### config.mk
export PLATFORM = sky130hd
export DESIGN_NAME = lmsanc_regs
export DESIGN_NICKNAME = d
export VERILOG_FILES = /design/src/sv/lmsanc_pkg.sv /design/src/sv/lmsanc_regs.sv
export SDC_FILE = /design/constraint.sdc
export NUM_CORES = 1
export LEC_CHECK = 0
export ABC_AREA = 1
export BUFFER_PORTS_ARGS = -buffer_cell sky130_fd_sc_hd__buf_2
export CORE_MARGIN = 4
export CORE_UTILIZATION = 37
export DETAILED_ROUTE_END_ITERATION = 8
export GPL_TIMING_DRIVEN = 0
export PLACE_DENSITY = 0.86
export SYNTH_ARGS = -nofsm -noshare
export SYNTH_HDL_FRONTEND = slang
export SYNTH_SLANG_ARGS = --single-unit
### constraint.sdc
create_clock -name clk_i -period 0.9 [get_ports clk_i]
set_input_delay 0.045 -clock clk_i [delete_from_list [all_inputs] [get_ports clk_i]]
set_output_delay 0.045 -clock clk_i [all_outputs]
set_load 0.1 [all_outputs]
### src/sv/lmsanc_pkg.sv
// Shared types and constants of the LMS adaptive noise canceller.
package lmsanc_pkg;

  // Sample and arithmetic widths fixed by the Q1.15 sample format.
  localparam int TAP_W    = 16;                    // Q1.15 sample
  localparam int MU_W     = 16;                    // unsigned Q1.15 step size
  localparam int EU_W     = 18;                    // error clamped for the update
  localparam int ME_W     = MU_W + 1 + EU_W;       // mu * e, signed
  localparam int MUL_W    = ME_W + TAP_W;          // shared multiplier result
  localparam int UPD_FRAC = 45;                    // fraction bits of mu * e * x

  // Configuration port.
  localparam int PADDR_W = 3;
  localparam int PDATA_W = 32;

  localparam logic REG_STEP_SIZE = 1'b0;
  localparam logic REG_BYPASS    = 1'b1;

  localparam logic [MU_W-1:0] STEP_SIZE_RST = 16'd16384;

  typedef struct packed {
    logic [MU_W-1:0] step_size;
    logic            bypass_error;
  } cfg_t;

endpackage

### src/sv/lmsanc_regs.sv
// APB register file: step size and error bypass.
module lmsanc_regs import lmsanc_pkg::*; (
  input  logic               clk_i,
  input  logic               rst_ni,
  input  logic               psel,
  input  logic               penable,
  input  logic               pwrite,
  input  logic [PADDR_W-1:0] paddr,
  input  logic [PDATA_W-1:0] pwdata,
  output logic [PDATA_W-1:0] prdata,
  output logic               pready,
  output cfg_t               cfg_o
);

  cfg_t cfg_q;
  logic wr_en;
  logic reg_sel;

  assign pready  = 1'b1;
  assign wr_en   = psel & penable & pwrite;
  assign reg_sel = paddr[2];

  always_ff @(posedge clk_i or negedge rst_ni) begin
    if (!rst_ni) begin
      cfg_q.step_size    <= STEP_SIZE_RST;
      cfg_q.bypass_error <= 1'b0;
    end else if (wr_en) begin
      case (reg_sel)
        REG_STEP_SIZE: cfg_q.step_size    <= pwdata[MU_W-1:0];
        REG_BYPASS:    cfg_q.bypass_error <= pwdata[0];
        default: ;
      endcase
    end
  end

  always_comb begin
    case (reg_sel)
      REG_STEP_SIZE: prdata = {{(PDATA_W-MU_W){1'b0}}, cfg_q.step_size};
      REG_BYPASS:    prdata = {{(PDATA_W-1){1'b0}}, cfg_q.bypass_error};
      default:       prdata = '0;
    endcase
  end

  assign cfg_o = cfg_q;

endmodule

---- After elaboration in Yosys (flattened, before gate mapping) ----
Index checks and enable logic that the tools add are counted.
operators by class
  bitwise operators ....................... 3
  equality and inequality tests ........... 0
  multiplexer cells ....................... 1
  reduce and logical (&&, ||, !) cells .... 2
  div/mod/pow operators ................... 0
  multipliers ............................. 0
  add/subtract/negate cells ............... 0
  order comparisons ....................... 0
  shift operators ......................... 0
operator list
  cell                                    count
  32-bit one-hot mux with 2 select lines  1
  2-bit AND reduction                     2
  1-bit AND                               2
  1-bit NOT                               1
word-level totals
  memories ................................ 0
  word-level logic and storage cells ...... 8
  memory bits (read-only) ................. 0
  bits in writable memories ............... 0
  flip-flop bits (word level) ............. 17
  latch bits .............................. 0

---- Depth between registers and ports, before layout ----
Gate-level depths: netlist of run 1.
  depth in word-level cells ............... 3
  mapped depth ............................ 6
  depth with buffers taken out ............ 4

---- Worst setup path after synthesis of run 1 ----
No wires, ideal clock.
  kind .................................... register to output
  from .................................... register cfg_q, in the netlist cfg_o[11]
  to ...................................... output prdata[10]
  data required time ...................... 0.855 ns
  data arrival time ....................... 2.283 ns
  cell stages (with the launch flop) ...... 3
  slack ................................... -1.428 ns
  buffers on the path ..................... 0
  path through ............................ dfrtp_1 > inv_1 > nor2_1
on the way
  longest elaborated chain between the ends .. 1
ends and longest elaborated chain
  element                                 line               text
  from (decl)                             lmsanc_regs.sv:15  cfg_t cfg_q;
  32-bit one-hot mux with 2 select lines  lmsanc_regs.sv:37  case (reg_sel)
  to (decl)                               lmsanc_regs.sv:10  output logic [PDATA_W-1:0] prdata,
Every way passes these cells. The select of a mux whose other input is x is not followed.

---- Final worst setup path of run 1 ----
  from .................................... register cfg_q, in the netlist cfg_o[15]
  to ...................................... output prdata[14]
Same word-level chain as after synthesis.

==> reports/qor.yml, run 1 <==
status: "finished, violations left"
violations: "negative setup slack"
track_usage: 0.244
drc: 0
finalHoldViolations: 0
period_share: 1.53
vdd_ir_drop_max_v: 0.00229
hold_class: "in -> reg"
yosysSeqAreaShare: 0.417
pre_cts_ws_ns: -0.303
hpwl_um: 2000
post_dp_cell_area_sq_um: 1590
yosysWarnings: 0
synth-main-ff-cell: "dfrtp_1"
crit_start: "cfg_o[15]"
rsz0062_at_grt: "true"
slew_headroom: 0.666
synth-edff-count: 0
synth_area_per_cell_sq_um: 7.81
r2r-start: "cfg_o[6]"
syn_inst: 131
wl_met1_um: 1810
setup_violations: 36
ant_nets: 0
root_buffer: "clkbuf_4"
top_layer: "met4"
initial_core_util: 0.399
async_reset_ff_frac: 1.00
post-synth-top-count-cell: "nand2_1"
end_kind: "primary output"
final_net_count: 271
power_density_nw_per_um2: 2390
crit_fanout: 3
fin_ws_ns: -0.479
netlist_area_sq_um: 1020
synth_seq_cells: 17
fin_skew_ns: 0
cts_tree: "yes"
h-tree-depth: 1
cts.sinks: 17
worstSetupPathType: "reg -> out"
worstHoldStart: "pwdata[10]"
vias: 1278
cts_made_buffers: 3
first_pass_iters: 4
maxCapViolCount: 0
area_growth_pct: 136
die_area_sq_um: 3670
drv_slew: 0
wl_met3_um: 568
cts_buffer_depth: 2
grt_pass1_wl_um: 6540
p_leak_nw: 1.16
n_antenna_cell: 0
gp_congestion: 0.697
die_w_um: 60.6
critical_path_required_ns: 0.85
grt_max_degree: 18
path_clk_slew_ns: 0.12
tightest_slew_ns: 0.502
die_h_um: 60.6
synth_top_cell_area_share: 0.391
grt_pass1_vias: 1273
largest_reg_flops: 17
overflow: 0
routed_via_density: 4.92
routed_wl_um: 5430
yosys-top-cells-count: "37 x nand2_1, 17 x buf_4, 16 x dfrtp_1, 16 x nand3_1"
synth.distinct_cells: 19
crit_arrival_ns: 1.33
wl_per_cell_um: 20.9
yosysTopAreaCell: "dfrtp_1"
core_sq_um: 2570
grt_antenna_before_repair: 0
clock.fmax_mhz: 725
drt_iter0_markers: 78
layout-drive-gt1-share: 0.639
clkLatencyLatePin_ns: 0.31
finish.instance_area_sq_um: 2410
num_io_pins: 90
post-route-min-period_ns: 1.38
postLayoutCoreUtil: 0.940
power_mw: 5.77
routed-wl-met2_um: 2650
rows: 18
crit_path_start_kind: "flip-flop"
portBuffers: 53
synthTopCellsByArea: "dfrtp_1 39%, nand2_1 14%, buf_4 12%, nand3_1 7.8%, inv_1 5.5%"
[placed cells by master (no fill, tap or decap), drive strengths merged, types with 2 or more instances in the layout]
cell,synthesis,final
nand4,2,2
dfrtp,16,16
clkbuf,1,4
dlygate4sd3,0,16
nand2,38,38
buf,21,85
conb,2,17
nand3,17,17
nor2,16,16
inv,17,17
[repair_timing]
| item | in CTS | in global routing |
|---|---|---|
| pin swaps | 12 | 8 |
| gates resized for setup | 134 | 19 |
| endpoints found under the setup margin | 33 | 33 |
| buffers inserted | 2 | 9 |
| endpoints found under the hold margin | 33 | 0 |
| hold buffers | 16 | 0 |
[per-stage QoR]
step | instances | hold slack, ns | setup TNS, ns
finish | 260 | 0.0357 | -8.26
global route | 260 | 0.0398 | -9.07
CTS | 251 | 0.0106 | -6.53
detailed placement | 229 | -0.0195 | -2.80
global placement | 229 | -0.0256 | -2.63
floorplan | 146 | -0.251 | -5.26
[routing by layer]
| layer | global-route usage | vias to the layer above |
|---|---|---|
| met1 | 0.294 | 591 |
| met3 | 0.0532 | 26 |
| met5 | 0 | - |
| li1 | - | 556 |
| met2 | 0.424 | 105 |
| met4 | 0.0898 | 0 |
[cell families after synthesis]
kind of cell / after synthesis / share of synthesized area
buffers and inverters: 39 / 0.244
other: 2 / 0.00734
AND/OR/NAND/NOR: 73 / 0.331
flip-flops: 17 / 0.417
[worst paths after layout]
path,end,slack (ns),cells after the start
setup / recovery,prdata[14],-0.48,3
setup reg to reg,cfg_o[6],-0.12,4
hold reg to reg,cfg_o[4],0.60,2
hold / removal,cfg_o[11],0.04,3
min in group asynchronous,cfg_o[10],0.21,2
max in group asynchronous,cfg_o[6],0.33,2
[cell type report]
cell class              instances  area, sq um
clock inverters                 1         5.00
inverters                      17         96.3
well taps                      30         37.5
repair buffers                 80         1030
fillers                        81          155
clock buffers                   3         22.5
flip-flops and latches         17          488
multi-input cells              90          549
plain buffers                  22          184
[critical path, stage by stage, from the launching register on]
cell and delay, ns:
dfstp_4 0.67, inv_2 0.05, nor2_4 0.11, buf_12 0.19
[power breakdown]
part	total, mW	switching (mW)	internal, mW
combinational	4.06	2.71	1.35
sequential	1.27	0.260	1.00
clock	0.444	0.278	0.166
total	5.77	3.25	2.52
Power figures use the tool's default switching activity.
==> run 2, diff against run 1 <==
CTS_CLUSTER_SIZE = 40   (was not set)
HOLD_SLACK_MARGIN = 0.1   (was not set)
==> run 2 against run 1 <==
Synthesized area stayed put. Synthesized cell count stayed put. The run now fails in global routing.
==> reports/qor.yml, run 2 <==
failed_stage: "global routing"
yosys-top-cells-count: "37 x nand2_1, 17 x buf_4, 16 x dfrtp_1, 16 x nand3_1"
synthTopCellsByArea: "dfrtp_1 39%, nand2_1 14%, buf_4 12%, nand3_1 7.8%, inv_1 5.5%"
die_w_um: 60.6  # unchanged
async_reset_ff_frac: 1.00  # unchanged
hpwl_um: 2000  # unchanged
yosysSeqAreaShare: 0.417  # unchanged
die_h_um: 60.6  # unchanged
cts_buffer_depth: 2  # unchanged
post_dp_cell_area_sq_um: 1590  # unchanged
yosysTopAreaCell: "dfrtp_1"
initial_core_util: 0.399  # unchanged
cts_made_buffers: 3  # unchanged
status: "did not finish"
endpoint_type: "output port"
grt_worst_setup_endpoint: "prdata[14]"
synth.distinct_cells: 19  # unchanged
grt_max_degree: 18
h-tree-depth: 1  # unchanged
grt_antenna_before_repair: 0
rows: 18  # unchanged
synth-edff-count: 0  # unchanged
synth_seq_cells: 17  # unchanged
yosysWarnings: 0  # unchanged
synth-main-ff-cell: "dfrtp_1"
root_buffer: "clkbuf_4"
stop_error: "[ERROR DPL-0033] detailed placement checks failed during check placement."
netlist_area_sq_um: 1020  # unchanged
syn_inst: 131  # unchanged
cts.sinks: 17  # unchanged
post-synth-top-count-cell: "nand2_1"
num_io_pins: 90  # unchanged
synth_top_cell_area_share: 0.391  # unchanged
portBuffers: 53  # unchanged
gp_congestion: 0.697  # unchanged
synth_area_per_cell_sq_um: 7.81  # unchanged
run 2: cell counts after synthesis:
Identical to the previous run, type by type.
run 2: what timing repair did:
item,CTS
pin swaps,12
endpoints found under the hold margin,34
gates resized for setup,134
setup buffers,2
endpoints found under the setup margin,33
hold buffers,21
run 2: cell families after synthesis:
kind of cell	share of synthesized area
flip-flops	0.417
other	0.00734
AND/OR/NAND/NOR	0.331
buffers and inverters	0.244
run 2: through the flow:
step            util  setup slack [ns]  hold slack (ns)  instances  setup TNS (ns)
4_1_cts        0.911            -0.400            0.106        256           -6.53
3_5_place_dp   0.618            -0.303          -0.0195        229           -2.80
3_3_place_gp   0.618            -0.288          -0.0256        229           -2.63
2_1_floorplan      -            -0.495           -0.251        146           -5.26
==> run 3, diff against run 2 <==
CORE_AREA = 4 4 65 67   (was not set)
CORE_MARGIN = not set   (was 4)
CORE_UTILIZATION = not set   (was 37)
CTS_CLUSTER_SIZE = not set   (was 40)
DIE_AREA = 0 0 69 71   (was not set)
HOLD_SLACK_MARGIN = not set   (was 0.1)
PLACE_DENSITY = not set   (was 0.86)
PLACE_DENSITY_LB_ADDON = 0.15   (was not set)
==> run 3 against run 2 <==
The flow now finishes, with violations (negative setup slack).
==> reports/qor.yml, run 3 (synthesis gave the netlist of run 1 again) <==
overflow: 0
ant_nets: 0
drv_slew: 0
cts.sinks: 17  # unchanged
power_density_nw_per_um2: 2490
grt_pass1_vias: 1083
initial_core_util: 0.282  # -0.117
nFillCells: 308
hpwl_um: 2140  # +6.9%
crit_start: "cfg_o[15]"
layout-drive-gt1-share: 0.662
crit_arrival_ns: 1.19
maxCapViolCount: 0
clock.fmax_mhz: 809
die_area_sq_um: 4900
critical_path.endpoint: "prdata[14]"
fin_skew_ns: 0
hold_ws_ns: 0.0185
period_share: 1.37
portBuffers: 53  # unchanged
wl_per_cell_um: 12.6
crit_fanout: 3
drt_iter0_markers: 25
vdd_ir_drop_max_v: 0.000953
routed_via_density: 4.07
die_w_um: 69  # +14%
r2r-start: "cfg_o[10]"
setup_violations: 33
root_buffer: "clkbuf_8"
p_leak_nw: 1.06
cts_tree: "yes"
area_growth_pct: 117
critical_path_required_ns: 0.85
rsz0062_at_grt: "true"
rows: 22  # +4
end_kind: "primary output"
post_dp_cell_area_sq_um: 1610  # +1.4%
grt_pass1_wl_um: 5180
layout_common_cells: "34 x nand2_1, 34 x buf_12, 20 x buf_2"
cts_made_buffers: 3  # unchanged
worstHoldStart: "pwdata[14]"
worstSetupPathType: "reg -> out"
h-tree-depth: 1  # unchanged
grt_antenna_before_repair: 0
postLayoutCoreUtil: 0.612
grt_max_degree: 18
final_net_count: 248
crit_path_start_kind: "flip-flop"
ff2ff_setup_slack_ns: 0.07
finalHoldViolations: 0
num_io_pins: 90  # unchanged
gp_congestion: 0.722  # +3.5%
n_antenna_cell: 0
r2r-end: "cfg_o[10]"
reg2reg_depth: 3
violations: "negative setup slack"
status: "finished, violations left"
track_usage: 0.131
drc: 0
path_clk_slew_ns: 0.07
clkLatencyLatePin_ns: 0.25
die_h_um: 71  # +17%
routed_wl_um: 3220
first_pass_iters: 4
finish.instance_area_sq_um: 2220
cts_buffer_depth: 2  # unchanged
largest_reg_flops: 17
post-route-min-period_ns: 1.24
hold_class: "in -> reg"
fin_ws_ns: -0.336
core_sq_um: 3630
vias: 1038
run 3: timing repair:
action,CTS,global route
pin swaps,11,2
cloned,0,0
endpoints found under the setup margin,33,33
gates resized for setup,134,10
hold buffers,1,0
setup buffers,1,2
hold endpoints to repair,16,0
run 3: final cells by class:
cell class / instances / area (sq um) / share of cell area
inverters: 17 / 88.8 / 0.0399
well taps: 48 / 60.1 / 0.0270
clock buffers: 4 / 45.0 / 0.0202
repair buffers: 57 / 810 / 0.364
flip-flops and latches: 17 / 488 / 0.219
multi-input cells: 90 / 547 / 0.246
plain buffers: 22 / 186 / 0.0838
run 3: power by group:
group	internal [mW]	leakage (nW)	switching [mW]	total [mW]
registers	1.01	0.191	0.251	1.26
clock network	0.314	0.0228	0.255	0.569
logic	1.21	0.848	2.51	3.72
run 3: layer usage:
metal	global-route usage	wire [um]
met4	0.0521	45
met3	0.0327	202
met1	0.144	1160
met2	0.239	1810
met5	0	0
run 3: worst max-delay path, cell delays in order (launching register included):
cell and delay, ns:
dfstp_4 0.63, inv_2 0.04, nor2_4 0.09, buf_12 0.18
run 3: worst min path at each step:
stage	end	cells past startpoint	slack, ns
finish	cfg_o[15]	3	0.02
global route	cfg_o[11]	3	0.03
CTS	cfg_o[15]	3	0.01
detailed placement	cfg_o[13]	1	-0.01
global placement	cfg_o[13]	1	-0.01
floorplan	cfg_o[11]	0	-0.25
run 3: through the flow:
stage,setup slack [ns],std cells,setup TNS [ns],power [mW]
3_5_place_dp,-0.300,247,-3.01,4.00
6_report,-0.336,255,-4.77,5.54
5_1_grt,-0.375,255,-5.67,5.73
3_3_place_gp,-0.290,247,-2.90,3.97
2_1_floorplan,-0.495,146,-5.26,3.64
4_1_cts,-0.336,253,-4.64,5.44
==> run 4, diff against run 3 <==
REMOVE_ABC_BUFFERS = 1   (was not set)
clock period = 1.3 ns   (was 0.9 ns; I/O delays follow)
==> run 4 against run 3 <==
The flow now finishes without violations. Wire length is 24% lower. Total power is 48% lower. Combinational power is 52% lower. Sequential cell count stayed put. Critical endpoint unchanged. Worst hold slack hardly changed. Setup slack better by 0.39 ns.
==> reports/qor.yml, run 4 (synthesis gave the netlist of run 1 again) <==
portBuffers: 54  # +1.9%
crit_path_start_kind: "flip-flop"
finalHoldViolations: 0  # unchanged
clkLatencyLatePin_ns: 0.24  # about the same
hold_ws_ns: 0.0187  # +0.000113 ns
final_net_count: 224  # -9.7%
fin_skew_ns: 0  # unchanged
cts_tree: "yes"
routed_wl_um: 2440  # -24%
gr-max-usage-layer: "met2"
num_io_pins: 90  # unchanged
maxCapViolCount: 0  # unchanged
fin_ws_ns: 0.0507  # +0.387 ns
layout_commonest_cell: "buf_2"
critical_path_required_ns: 1.24  # +0.39 ns
path_buf_inv: 2  # unchanged
setup_violations: 0  # -100%
vias: 908  # -13%
root_buffer: "clkbuf_8"
power_density_nw_per_um2: 2210  # -11%
largest_reg_flops: 17  # unchanged
end_kind: "primary output"
gp_congestion: 0.693  # -4.0%
n_antenna_cell: 0  # unchanged
die_area_sq_um: 4900  # unchanged
crit_fanout: 3  # unchanged
cpPeakStageDelay_ns: 0.55  # -0.08 ns
cts.sinks: 17  # unchanged
clock.fmax_mhz: 800
initial_core_util: 0.282  # unchanged
worstSetupPathType: "reg -> out"
post_dp_cell_area_sq_um: 1230  # -24%
finish.instance_area_sq_um: 1310  # -41%
die_w_um: 69  # unchanged
grt_pass1_vias: 824  # -24%
grt_max_degree: 20  # +2
finalSetupTns_ns: 0  # +4.77 ns
drc: 0  # unchanged
routed_via_density: 3.93  # -3.4%
overflow: 0  # unchanged
cts_buffer_depth: 2  # unchanged
hold_class: "in -> reg"
rows: 22  # unchanged
post-route-min-period_ns: 1.25
grtUsageMet3: 0.0270  # -0.00568
wl_per_cell_um: 10.6  # -16%
use_met1: 0.118  # -0.0260
first_pass_iters: 4  # unchanged
grt_pass1_wl_um: 3950  # -24%
h-tree-depth: 1  # unchanged
period_share: 0.961
path_cells: "inv_1, nor2_1, buf_6"
cts_made_buffers: 3  # unchanged
drt_iter0_markers: 35  # +40%
slowest_stage: "dfstp_2"
crit_arrival_ns: 1.18  # about the same
hpwl_um: 1780  # -17%
die_h_um: 71  # unchanged
p_leak_nw: 0.799  # -25%
track_usage: 0.0992  # -0.0315
layout_common_cells: "44 x buf_2, 37 x nand2_1, 17 x conb_1"
grt_antenna_before_repair: 0  # unchanged
vdd_ir_drop_max_v: 0.000649  # -32%
path_clk_slew_ns: 0.07  # about the same
ant_nets: 0  # unchanged
power_mw: 2.90  # -48%
area_growth_pct: 28.1
cp_top_family: "flip-flops"
rsz0062_at_grt: "false"
layout-drive-gt1-share: 0.355  # -0.307
status: "finished, final reports clean"
pre_cts_ws_ns: 0.125  # +0.425 ns
core_sq_um: 3630  # unchanged
use_met2: 0.169  # -0.0699
drv_slew: 0  # unchanged
## run 4: worst reg2reg max path: stages, from the launching register on
cell     delay (ns)
dfstp_2        0.55
nand2_1        0.05
nand2_1        0.06
## run 4: worst paths after layout
kind                            start          to  slack [ns]  depth (start not counted)
hold reg to reg             cfg_o[15]   cfg_o[15]        0.48                          2
max in group asynchronous      rst_ni   cfg_o[15]        0.71                          2
min in group asynchronous      rst_ni   cfg_o[10]        0.27                          2
setup / recovery            cfg_o[15]  prdata[14]        0.05                          3
hold / removal             pwdata[14]   cfg_o[15]        0.02                          3
setup reg to reg            cfg_o[15]   cfg_o[15]        0.58                          2
## run 4: final cells by class
| type | instances | area [sq um] |
|---|---|---|
| Fill cell | 405 | 2320 |
| Tap cell | 48 | 60.1 |
| Timing Repair Buffer | 55 | 309 |
| Multi-Input combinational cell | 90 | 403 |
| Sequential cell | 17 | 427 |
| Clock buffer | 3 | 41.3 |
| Inverter | 17 | 66.3 |
| Clock inverter | 1 | 5.00 |
## run 4: what timing repair did
| action | in CTS | in global routing |
|---|---|---|
| hold buffers | 1 | 0 |
| resized for setup | 1 | 10 |
| buffers inserted | 0 | 0 |
| pin swaps | 0 | 0 |
| endpoints found under the setup margin | 1 | 10 |
| hold endpoints to repair | 16 | 0 |
## run 4: metal layers
| metal | vias up | wire, um |
|---|---|---|
| met1 | 397 | 1070 |
| met2 | 46 | 1130 |
| met5 | - | 0 |
| met3 | 2 | 212 |
| met4 | 0 | 27 |
| li1 | 463 | - |
## run 4: through the flow
step	cells	utilization
floorplan	124	-
global placement	226	0.337
detailed placement	226	0.337
CTS	231	0.354
global route	231	0.361
finish	231	0.361
## run 4: power by group
part	switching, mW	internal, mW
Clock	0.177	0.212
Sequential	0.0725	0.633
Combinational	1.59	0.215
